`src/hw/rtl/bitmap_granule_allocator_assert.svh`:
```
// Assertion macros shared by the granule allocator RTL.
`ifndef BITMAP_GRANULE_ALLOCATOR_ASSERT_SVH
`define BITMAP_GRANULE_ALLOCATOR_ASSERT_SVH

// The consequent must hold in the same cycle as the antecedent.
`define GBA_ASSERT_IMP(name, clk_s, rst_s, ante, cons) \
  name: assert property (@(posedge clk_s) disable iff (rst_s) (ante) |-> (cons)) \
    else $error("allocator assertion failed");

// The consequent must hold in the cycle after the antecedent.
`define GBA_ASSERT_NEXT(name, clk_s, rst_s, ante, cons) \
  name: assert property (@(posedge clk_s) disable iff (rst_s) (ante) |=> (cons)) \
    else $error("allocator assertion failed");

`endif

```
`src/hw/rtl/gba_pkg.sv`:
```
// Shared constants and types for the granule allocator.
`timescale 1ns / 1ps
package gba_pkg;

  // Width of granule indexes, sums and scan pointers.
  localparam int LW = 16;
  // Width of a request's granule count.
  localparam int CNT_W = 14;
  // Width of the dividend of the remainder unit (granule address).
  localparam int XW = 31;
  // Width of the alignment in granules.
  localparam int DW = 10;
  // Largest region size in bytes.
  localparam int SIZE_CAP = 4096;

  // Request types.
  localparam logic REQ_ALLOC = 1'b0;
  localparam logic REQ_FREE  = 1'b1;

  // Configuration register indexes.
  localparam logic [7:0] CFG_REGION_BASE = 8'd0;
  localparam logic [7:0] CFG_REGION_SIZE = 8'd1;

  // Result status codes.
  typedef enum logic [2:0] {
    ST_OK           = 3'd0,
    ST_BAD_ALIGN    = 3'd1,
    ST_NO_SPACE     = 3'd2,
    ST_TOO_SMALL    = 3'd3,
    ST_FREE_IGNORED = 3'd4
  } status_t;

endpackage

```
`src/hw/rtl/gba_ram.sv`:
```
// Generic single-port synchronous RAM with registered read data.
`timescale 1ns / 1ps
module gba_ram #(
  parameter int WIDTH = 1,
  parameter int DEPTH = 512,
  parameter int AW    = $clog2(DEPTH)
) (
  input  logic             clk,
  input  logic             we,
  input  logic [AW-1:0]    addr,
  input  logic [WIDTH-1:0] wdata,
  output logic [WIDTH-1:0] rdata
);

  logic [WIDTH-1:0] mem [DEPTH];

  // Write on request, read data registered every cycle.
  always_ff @(posedge clk) begin
    if (we) begin
      mem[addr] <= wdata;
    end
    rdata <= mem[addr];
  end

endmodule

```
`src/hw/rtl/gba_mod.sv`:
```
// Bit-serial remainder unit: x mod d, one dividend bit per cycle.
`timescale 1ns / 1ps
module gba_mod (
  input  logic                  clk,
  input  logic                  rst,
  input  logic                  start,
  input  logic [gba_pkg::XW-1:0] x,
  input  logic [gba_pkg::DW-1:0] d,
  output logic                  done,
  output logic [gba_pkg::DW-1:0] rem
);
  import gba_pkg::*;

  localparam int CNTW = $clog2(XW);

  logic            busy;
  logic [CNTW-1:0] cnt;
  logic [XW-1:0]   sh;
  logic [DW-1:0]   d_r;
  logic [DW:0]     trial;

  // Shift the next dividend bit into the partial remainder.
  assign trial = {rem, sh[XW-1]};

  // Control: run through every dividend bit, then pulse done.
  always_ff @(posedge clk) begin
    if (rst) begin
      busy <= 1'b0;
      done <= 1'b0;
      cnt  <= '0;
    end else begin
      done <= 1'b0;
      if (start) begin
        busy <= 1'b1;
        cnt  <= '0;
      end else if (busy) begin
        cnt <= cnt + 1'b1;
        if (cnt == CNTW'(XW - 1)) begin
          busy <= 1'b0;
          done <= 1'b1;
        end
      end
    end
  end

  // Datapath: restoring remainder step.
  always_ff @(posedge clk) begin
    if (start) begin
      sh  <= x;
      d_r <= d;
      rem <= '0;
    end else if (busy) begin
      sh <= sh << 1;
      if (trial >= {1'b0, d_r}) begin
        rem <= DW'(trial - {1'b0, d_r});
      end else begin
        rem <= DW'(trial);
      end
    end
  end

endmodule

```
`src/hw/rtl/bitmap_granule_allocator.sv`:
```
// Top level of the bitmap granule allocator (next-fit, then first-fit).
// Allocate: an alignment remainder, then a scan of the granules of each candidate tried,
// then the granted granules are marked.
// Free: the granules are cleared, then the roving position walks back over free granules.
// One request is in work at a time; the bitmap RAM port is the limiting resource.
// Reset and each region register write clear all MAX_GRANULES map entries in one pass.
`timescale 1ns / 1ps
`include "bitmap_granule_allocator_assert.svh"
module bitmap_granule_allocator #(
  parameter int MAX_GRANULES = 512
) (
  input  logic        clk,
  input  logic        rst,
  input  logic        cfg_valid,
  output logic        cfg_ready,
  input  logic [7:0]  cfg_index,
  input  logic [31:0] cfg_data,
  input  logic        req_valid,
  output logic        req_ready,
  input  logic        req_type,
  input  logic [15:0] request_bytes,
  input  logic [12:0] alignment,
  input  logic [31:0] block_address,
  output logic        rsp_valid,
  input  logic        rsp_ready,
  output logic [2:0]  status,
  output logic [31:0] granted_address
);
  import gba_pkg::*;

  localparam int AW = $clog2(MAX_GRANULES);
  localparam int CW = AW + 1;

  typedef enum logic [11:0] {
    S_CLEAR  = 12'b000000000001,
    S_IDLE   = 12'b000000000010,
    S_DIV    = 12'b000000000100,
    S_CHK    = 12'b000000001000,
    S_SCAN   = 12'b000000010000,
    S_MARK   = 12'b000000100000,
    S_FCHK   = 12'b000001000000,
    S_BACKRD = 12'b000010000000,
    S_BACKCK = 12'b000100000000,
    S_DONE   = 12'b001000000000
  } state_t;

  state_t state;

  logic [31:0] region_base;
  logic [12:0] region_size;

  // Geometry, registered from the configuration.
  logic [29:0]   ds8;
  logic [CW-1:0] total;
  logic          too_small;

  logic [12:0] size_cap;
  logic [9:0]  map_bits;
  logic [6:0]  map_bytes;
  logic [32:0] ds_raw;
  logic [7:0]  overhead;
  logic [12:0] net;
  logic [9:0]  ng;

  // Request and scan state.
  logic [LW-1:0]    idx;
  logic [LW-1:0]    end_idx;
  logic [LW-1:0]    start;
  logic [CW-1:0]    rove;
  logic [CW-1:0]    rove_m1;
  logic [CW-1:0]    rove_eff;
  logic             pend;
  logic             phase_ff;
  logic             type_r;
  logic [CNT_W-1:0] count_r;
  logic [DW-1:0]    a8;
  logic [31:0]      addr_r;
  status_t          res_status;
  logic [31:0]      res_addr;

  // Remainder unit connection.
  logic          mod_go;
  logic [XW-1:0] mod_x;
  logic          mod_done;
  logic [DW-1:0] mod_rem;

  // Bitmap RAM connection.
  logic          ram_we;
  logic [AW-1:0] ram_addr;
  logic          ram_wdata;
  logic          ram_rdata;

  // Datapath helpers.
  logic [DW-1:0]    adj;
  logic [LW:0]      fit_sum;
  logic             fit_over;
  logic [XW-1:0]    gsum;
  logic [32:0]      ds_full;
  logic [32:0]      fdiff;
  logic             f_below;
  logic [30:0]      fsum;
  logic             f_over;
  logic [CNT_W-1:0] req_count;
  logic             bad_align;
  logic             cfg_hit;

  // Region geometry from the two configuration registers.
  always_comb begin
    size_cap  = (region_size > 13'(SIZE_CAP)) ? 13'(SIZE_CAP) : region_size;
    map_bits  = 10'((size_cap + 13'd7) >> 3);
    map_bytes = 7'((map_bits + 10'd7) >> 3);
    ds_raw    = {1'b0, region_base} + 33'(map_bytes) + 33'd7;
    overhead  = 8'({ds_raw[32:3], 3'b000} - {1'b0, region_base});
    net       = size_cap - 13'(overhead);
    ng        = 10'((net + 13'd7) >> 3);
  end

  always_ff @(posedge clk) begin
    ds8       <= ds_raw[32:3];
    too_small <= 13'(overhead) >= size_cap;
    if (LW'(ng) > LW'(MAX_GRANULES)) begin
      total <= CW'(MAX_GRANULES);
    end else begin
      total <= CW'(ng);
    end
  end

  // Request decode and address arithmetic.
  assign req_count = CNT_W'(({1'b0, request_bytes} + 17'd7) >> 3);
  assign bad_align = (alignment == 13'd0) || (alignment[2:0] != 3'd0);
  assign rove_eff  = (rove >= total) ? '0 : rove;
  assign rove_m1   = rove - 1'b1;
  assign adj       = (mod_rem == '0) ? '0 : (a8 - mod_rem);
  assign fit_sum   = {1'b0, start} + (LW + 1)'(count_r);
  assign fit_over  = fit_sum > (LW + 1)'(total);
  assign gsum      = XW'(ds8) + XW'(start);
  assign ds_full   = {ds8, 3'b000};
  assign fdiff     = {1'b0, addr_r} - ds_full;
  assign f_below   = {1'b0, addr_r} < ds_full;
  assign fsum      = {1'b0, fdiff[32:3]} + 31'(count_r);
  assign f_over    = fsum > 31'(total);
  assign cfg_hit   = (cfg_index == CFG_REGION_BASE) || (cfg_index == CFG_REGION_SIZE);

  // Handshakes.
  assign cfg_ready = (state == S_IDLE) || (state == S_CLEAR);
  assign req_ready = (state == S_IDLE) && !cfg_valid;

  // Bitmap RAM port selection.
  always_comb begin
    ram_we    = 1'b0;
    ram_addr  = idx[AW-1:0];
    ram_wdata = 1'b0;
    case (state)
      S_CLEAR: begin
        ram_we = 1'b1;
      end
      S_MARK: begin
        ram_we    = (idx != end_idx);
        ram_wdata = (type_r == REQ_ALLOC);
      end
      S_BACKRD: begin
        ram_addr = rove_m1[AW-1:0];
      end
      default: begin
      end
    endcase
  end

  gba_ram #(
    .WIDTH(1),
    .DEPTH(MAX_GRANULES)
  ) u_map (
    .clk  (clk),
    .we   (ram_we),
    .addr (ram_addr),
    .wdata(ram_wdata),
    .rdata(ram_rdata)
  );

  gba_mod u_mod (
    .clk (clk),
    .rst (rst),
    .start(mod_go),
    .x   (mod_x),
    .d   (a8),
    .done(mod_done),
    .rem (mod_rem)
  );

  // Main sequencer.
  always_ff @(posedge clk) begin
    if (rst) begin
      state       <= S_CLEAR;
      idx         <= '0;
      rove        <= '0;
      pend        <= 1'b0;
      mod_go      <= 1'b0;
      rsp_valid   <= 1'b0;
      region_base <= 32'd0;
      region_size <= 13'(SIZE_CAP);
    end else begin
      mod_go <= 1'b0;
      // A response taken while the next one is ready is replaced in S_DONE.
      if (rsp_valid && rsp_ready && (state != S_DONE)) begin
        rsp_valid <= 1'b0;
      end
      case (state)
        S_CLEAR: begin
          // A register write in this cycle restarts the pass below.
          if (!(cfg_valid && cfg_hit)) begin
            idx <= idx + 1'b1;
            if (idx[AW-1:0] == AW'(MAX_GRANULES - 1)) begin
              state <= S_IDLE;
            end
          end
        end
        S_IDLE: begin
          if (req_valid && req_ready) begin
            type_r   <= req_type;
            count_r  <= req_count;
            a8       <= alignment[12:3];
            addr_r   <= block_address;
            res_addr <= '0;
            if (too_small) begin
              res_status <= ST_TOO_SMALL;
              state      <= S_DONE;
            end else if (req_type == REQ_ALLOC) begin
              if (bad_align) begin
                res_status <= ST_BAD_ALIGN;
                state      <= S_DONE;
              end else begin
                rove     <= rove_eff;
                mod_x    <= XW'(ds8) + XW'(rove_eff);
                mod_go   <= 1'b1;
                phase_ff <= 1'b0;
                state    <= S_DIV;
              end
            end else begin
              state <= S_FCHK;
            end
          end
        end
        S_DIV: begin
          if (mod_done) begin
            start <= (phase_ff ? '0 : LW'(rove)) + LW'(adj);
            state <= S_CHK;
          end
        end
        S_CHK: begin
          if (fit_over) begin
            if (!phase_ff) begin
              phase_ff <= 1'b1;
              mod_x    <= XW'(ds8);
              mod_go   <= 1'b1;
              state    <= S_DIV;
            end else begin
              res_status <= ST_NO_SPACE;
              state      <= S_DONE;
            end
          end else begin
            idx     <= start;
            end_idx <= fit_sum[LW-1:0];
            pend    <= 1'b0;
            state   <= S_SCAN;
          end
        end
        S_SCAN: begin
          // Reads are issued one per cycle; data of the last issue is checked here.
          if (pend && ram_rdata) begin
            if (!phase_ff) begin
              phase_ff <= 1'b1;
              mod_x    <= XW'(ds8);
              mod_go   <= 1'b1;
              state    <= S_DIV;
            end else begin
              start <= start + LW'(a8);
              state <= S_CHK;
            end
          end else if (idx == end_idx) begin
            idx   <= start;
            state <= S_MARK;
          end else begin
            idx  <= idx + 1'b1;
            pend <= 1'b1;
          end
        end
        S_MARK: begin
          if (idx == end_idx) begin
            if (type_r == REQ_ALLOC) begin
              rove       <= CW'(LW'(rove) + LW'(count_r));
              res_status <= ST_OK;
              res_addr   <= {gsum[28:0], 3'b000};
              state      <= S_DONE;
            end else begin
              rove  <= CW'(start);
              state <= S_BACKRD;
            end
          end else begin
            idx <= idx + 1'b1;
          end
        end
        S_FCHK: begin
          if ((addr_r == 32'd0) || f_below || f_over) begin
            res_status <= ST_FREE_IGNORED;
            state      <= S_DONE;
          end else begin
            start   <= LW'(fdiff[32:3]);
            idx     <= LW'(fdiff[32:3]);
            end_idx <= LW'(fsum);
            state   <= S_MARK;
          end
        end
        S_BACKRD: begin
          // Walk the roving position back over free granules.
          if (rove == '0) begin
            res_status <= ST_OK;
            state      <= S_DONE;
          end else begin
            state <= S_BACKCK;
          end
        end
        S_BACKCK: begin
          if (!ram_rdata) begin
            rove  <= rove_m1;
            state <= S_BACKRD;
          end else begin
            res_status <= ST_OK;
            state      <= S_DONE;
          end
        end
        S_DONE: begin
          if (!rsp_valid || rsp_ready) begin
            rsp_valid       <= 1'b1;
            status          <= res_status;
            granted_address <= res_addr;
            state           <= S_IDLE;
          end
        end
        default: begin
          state <= S_CLEAR;
          idx   <= '0;
        end
      endcase

      // Register writes restart the clearing pass.
      if (cfg_valid && cfg_ready && cfg_hit) begin
        if (cfg_index == CFG_REGION_BASE) begin
          region_base <= cfg_data;
        end else begin
          region_size <= cfg_data[12:0];
        end
        state <= S_CLEAR;
        idx   <= '0;
        rove  <= '0;
      end
    end
  end

  // Checks on the sequencer.
  `GBA_ASSERT_IMP(a_we_state, clk, rst, ram_we, (state == S_CLEAR || state == S_MARK))
  `GBA_ASSERT_IMP(a_scan_bound, clk, rst, (state == S_SCAN), (idx <= end_idx))
  `GBA_ASSERT_NEXT(a_cfg_clear, clk, rst, (cfg_valid && cfg_ready && cfg_hit), (state == S_CLEAR))
  `GBA_ASSERT_NEXT(a_done_rsp, clk, rst, (state == S_DONE && (!rsp_valid || rsp_ready)), rsp_valid)

endmodule

```
`config.mk`:
```
export PLATFORM = sky130hd
export DESIGN_NAME = bitmap_granule_allocator
export DESIGN_NICKNAME = d
export VERILOG_FILES = /design/src/hw/rtl/gba_pkg.sv /design/src/hw/rtl/gba_ram.sv /design/src/hw/rtl/gba_mod.sv /design/src/hw/rtl/bitmap_granule_allocator.sv
export VERILOG_INCLUDE_DIRS = /design/src /design/src/hw/rtl
export SDC_FILE = /design/constraint.sdc
export NUM_CORES = 2
export LEC_CHECK = 0
export BUFFER_PORTS_ARGS = -buffer_cell sky130_fd_sc_hd__buf_2
export CAP_MARGIN = 5
export CORE_MARGIN = 8
export CORE_UTILIZATION = 40
export CTS_BUF_LIST = sky130_fd_sc_hd__clkbuf_4 sky130_fd_sc_hd__clkbuf_8
export DETAILED_ROUTE_END_ITERATION = 8
export GPL_TIMING_DRIVEN = 0
export PLACE_DENSITY = 0.6
export REMOVE_ABC_BUFFERS = 1
export SYNTH_ARGS = -nofsm -noshare
export SYNTH_HDL_FRONTEND = slang
export SYNTH_SLANG_ARGS = --single-unit
```
`constraint.sdc`:
```
create_clock -name clk -period 18.19 [get_ports clk]
set_input_delay 1.819 -clock clk [delete_from_list [all_inputs] [get_ports clk]]
set_output_delay 1.819 -clock clk [all_outputs]
set_load 0.1 [all_outputs]
```
==> qor.yml <==
logic_synthesis:
  synth_top_family_by_area: "simple AND/OR/NAND/NOR gates"
  synth_seq_cells: 881
  synth_edf_count: 738
  synth_xor_area_share_pct: 4.41
  synth_compound_area_share_pct: 10.8
  netlist_instances: 4764
  muxShareOfSynthArea_pct: 1.30
  synth_ff_type: "edfxtp_1"
  synth_cell_types: 107
  yosysSeqAreaShare_pct: 53.2
  synth_warnings: 0
  yosys.area_share.simple_pct: 20.5
  async_reset_ff_share_pct: 0
  synth_fa_ha_area_share_pct: 6.10
  netlist_area_mm2: 0.0471
  avgSynthCellArea_um2: 9.88
detailed_routing:
  dr.pass1.iters: 6
  via_count: 35700
  wl_um: 131000
  via_per_inst: 5.48
  ant_nets: 0
  route.detailed.drc: 0
  drt_iter0_markers: 2920
  wire_per_inst_um: 20.1
clocking:
  insertion_delay_ns: 0.85
  clkSlewWorstSetupHoldPaths_ns: 0.06
  cts_max_level: 4
  tritoncts: "built"
  postCtsSetupRepairBufs: 0
  clock-sinks: 881
  hold_buffers: 0
  numCtsBuffers: 145
  clock_tree.root_cell: "clkbuf_8"
  cts_buffer_depth: 3
  postCtsResizedCells: 0
timing:
  hold_viol: 0
  final.setup.tns_ns: 0
  rsz0062_at_grt: "false"
  fmax_mhz: 127
  slew_headroom_pct: 3.74
  worst_slack_ns: 10.32
  drv_slew: 0
  whs_ns: 0.393
  fin_worst_skew_ns: 0.0409
  finalSetupViolations: 0
  min_period_ns: 7.87
  tightest_slew_ns: 1.44
  finalCritPeriodShare_pct: 43.2
critical_path:
  critical_path.startpoint_type: "flop"
  crit_arrival_ns: 8.58
  cp_max_fo: 25
  worst-setup-path-type: "flop to flop"
  cp_data_required_time_ns: 18.90
  end_kind: "flop"
cells_and_area:
  final_nets: 5186
  layout_commonest_cell: "nand2_1"
  drive_above_1_share_pct: 11.7
  area_growth_pct: 13.2
  final_cell_mix: "nand2_1, nor2_1, edfxtp_1"
global_route:
  grtUsageTotal_pct: 19.6
  met3_usage_pct: 3.99
  use_met1_pct: 25.9
  gr-total-overflow: 0
  busiest_layer: "met2"
  grt_pass1_wl_um: 201000
  grt_pass1_vias: 34700
  antenna_found_initial: 3
  grt.met2_usage_pct: 32.1
  grt_max_degree: 82
floorplanning:
  start_util_pct: 40.1
  die_w_um: 359
  num_rows: 126
  die_h_um: 359
  ios: 145
  core_area_mm2: 0.117
  die_area_mm2: 0.129
power:
  p_seq_share_pct: 40.0
  p_per_area_mw_per_mm2: 105
  p_comb_share_pct: 28.7
  p_sw_share_pct: 33.0
  p_clk_share_pct: 31.3
  leakage_nw: 19.1
  irDropWorstVdd_uv: 99.8
  p_switching_w: 0.00185
  p_int_w: 0.00375
placed_design:
  dp_hpwl_um: 88200
  numPortBuffers: 141
  gp_congestion: 0.892
  dpl_worst_slack_ns: 10.36
worst_hold_path:
  holdCritPathClass: "flop to flop"
status:
  status: "finished clean"
job:
  cap_viol_max_count: 0
power by group through the flow:
stage / registers, W / clock network [W] / logic (W)
final: 0.00224 / 0.00175 / 0.00161
after detailed placement: 0.00228 / 0 / 0.00160
after global routing: 0.00224 / 0.00188 / 0.00176
after floorplan: 0.00227 / 0 / 0.00129
after global placement: 0.00228 / 0 / 0.00201
after CTS: 0.00224 / 0.00179 / 0.00161
cell type report:
cell class,instances,area [µm²]
antenna,4,10.0
fill,11000,64100
inverter,161,604
timing repair buffer,216,2320
clock inverter,58,375
sequential,881,25000
tap,1536,1920
clock buffer,208,2520
multi-input combinational,3452,20500
kinds of logic after synthesis:
family          count (synthesis)
other cells                     1
xor+xnor                      237
buf+inv                       433
mux                            57
compound gates                734
flops                         881
simple gates                 2198
fa+ha+maj                     223
synthesized netlist by cell type, types with 11 or more instances:
master | n | share of area [%]
xor2_1 | 83 | 1.5
edfxtp_1 | 738 | 47
o21ai_0 | 81 | 0.86
nor2_1 | 756 | 6.0
fa_1 | 11 | 0.47
o211ai_1 | 17 | 0.27
and3_1 | 96 | 1.3
nand2b_1 | 30 | 0.40
buf_2 | 24 | 0.26
mux2_2 | 34 | 0.81
nor3_1 | 46 | 0.49
nor2b_1 | 50 | 0.66
a21o_1 | 59 | 0.94
nand2_1 | 818 | 6.5
ha_1 | 211 | 5.6
o21a_1 | 22 | 0.35
nand3_1 | 199 | 2.1
mux2i_1 | 23 | 0.49
nor3b_1 | 17 | 0.27
o21bai_1 | 24 | 0.38
buf_1 | 30 | 0.24
inv_1 | 161 | 1.3
or3_1 | 19 | 0.25
dfxtp_1 | 143 | 6.1
clkbuf_1 | 209 | 1.7
xnor2_1 | 154 | 2.9
nand4_1 | 36 | 0.48
and2_1 | 31 | 0.41
a31oi_1 | 38 | 0.50
a21oi_1 | 197 | 2.1
nor4_1 | 39 | 0.52
a22oi_1 | 17 | 0.27
a211oi_1 | 47 | 0.75
o21ai_1 | 12 | 0.13
a311oi_1 | 97 | 1.8
per-stage QoR:
step	std cells	utilization (%)	total power [W]	instance area (µm²)
6_report	6516	45.4	0.00560	53300
3_3_place_gp	6171	41.4	0.00429	48600
2_1_floorplan	4494	-	0.00355	46000
4_1_cts	6510	45.3	0.00564	53300
5_1_grt	6514	45.4	0.00588	53300
3_5_place_dp	6244	42.9	0.00388	50400
worst paths after layout:
kind / startpoint / endpoint / slack (ns) / cells past startpoint
setup / recovery: ds8[1]$_DFF_P_ / idx[7]$_SDFFE_PP0P_ / 10.32 / 24
hold / removal: res_status[0]$_DFFE_PP_ / status[0]$_DFFE_PP_ / 0.39 / 0
setup reg to reg: ds8[1]$_DFF_P_ / idx[7]$_SDFFE_PP0P_ / 10.32 / 24
hold reg to reg: res_status[0]$_DFFE_PP_ / status[0]$_DFFE_PP_ / 0.39 / 0
registers in the layout, indices dropped and copies added (netlist names), 13 cells and up:
register         count
count_r             14
end_idx             16
addr_r              32
region_size         13
mod_x               31
idx                 16
ds8                 30
u_mod.sh            31
granted_address     29
region_base         32
res_addr            29
start               16
u_map.mem          512
worst max-delay path: stages, from the launching register on:
cell	delay, ns
dfxtp_1	0.57
inv_1	0.33
fa_1	0.55
a211oi_1	0.35
o211ai_2	0.21
and2_1	0.23
xor2_1	0.52
ha_1	0.41
a211o_1	0.29
nor3_1	0.11
and3_1	0.22
nor2_1	0.06
xor2_1	0.17
ha_1	0.31
nand3_1	0.10
nor2_1	0.12
nand4_1	0.15
a21oi_1	0.26
nor4bb_1	0.36
o2111ai_1	0.18
a2111o_1	0.42
a211oi_2	0.37
o21ba_1	1.00
o2111ai_1	0.23
o211a_1	0.20
per-layer routing:
| layer | vias up | part of all wire [%] |
|---|---|---|
| met1 | 17300 | 44 |
| met3 | 235 | 6.7 |
| li1 | 17100 | - |
| met4 | 0 | 2.9 |
| met5 | - | 0 |
| met2 | 1052 | 46 |
No activity file was read; power rests on OpenSTA's default activity.
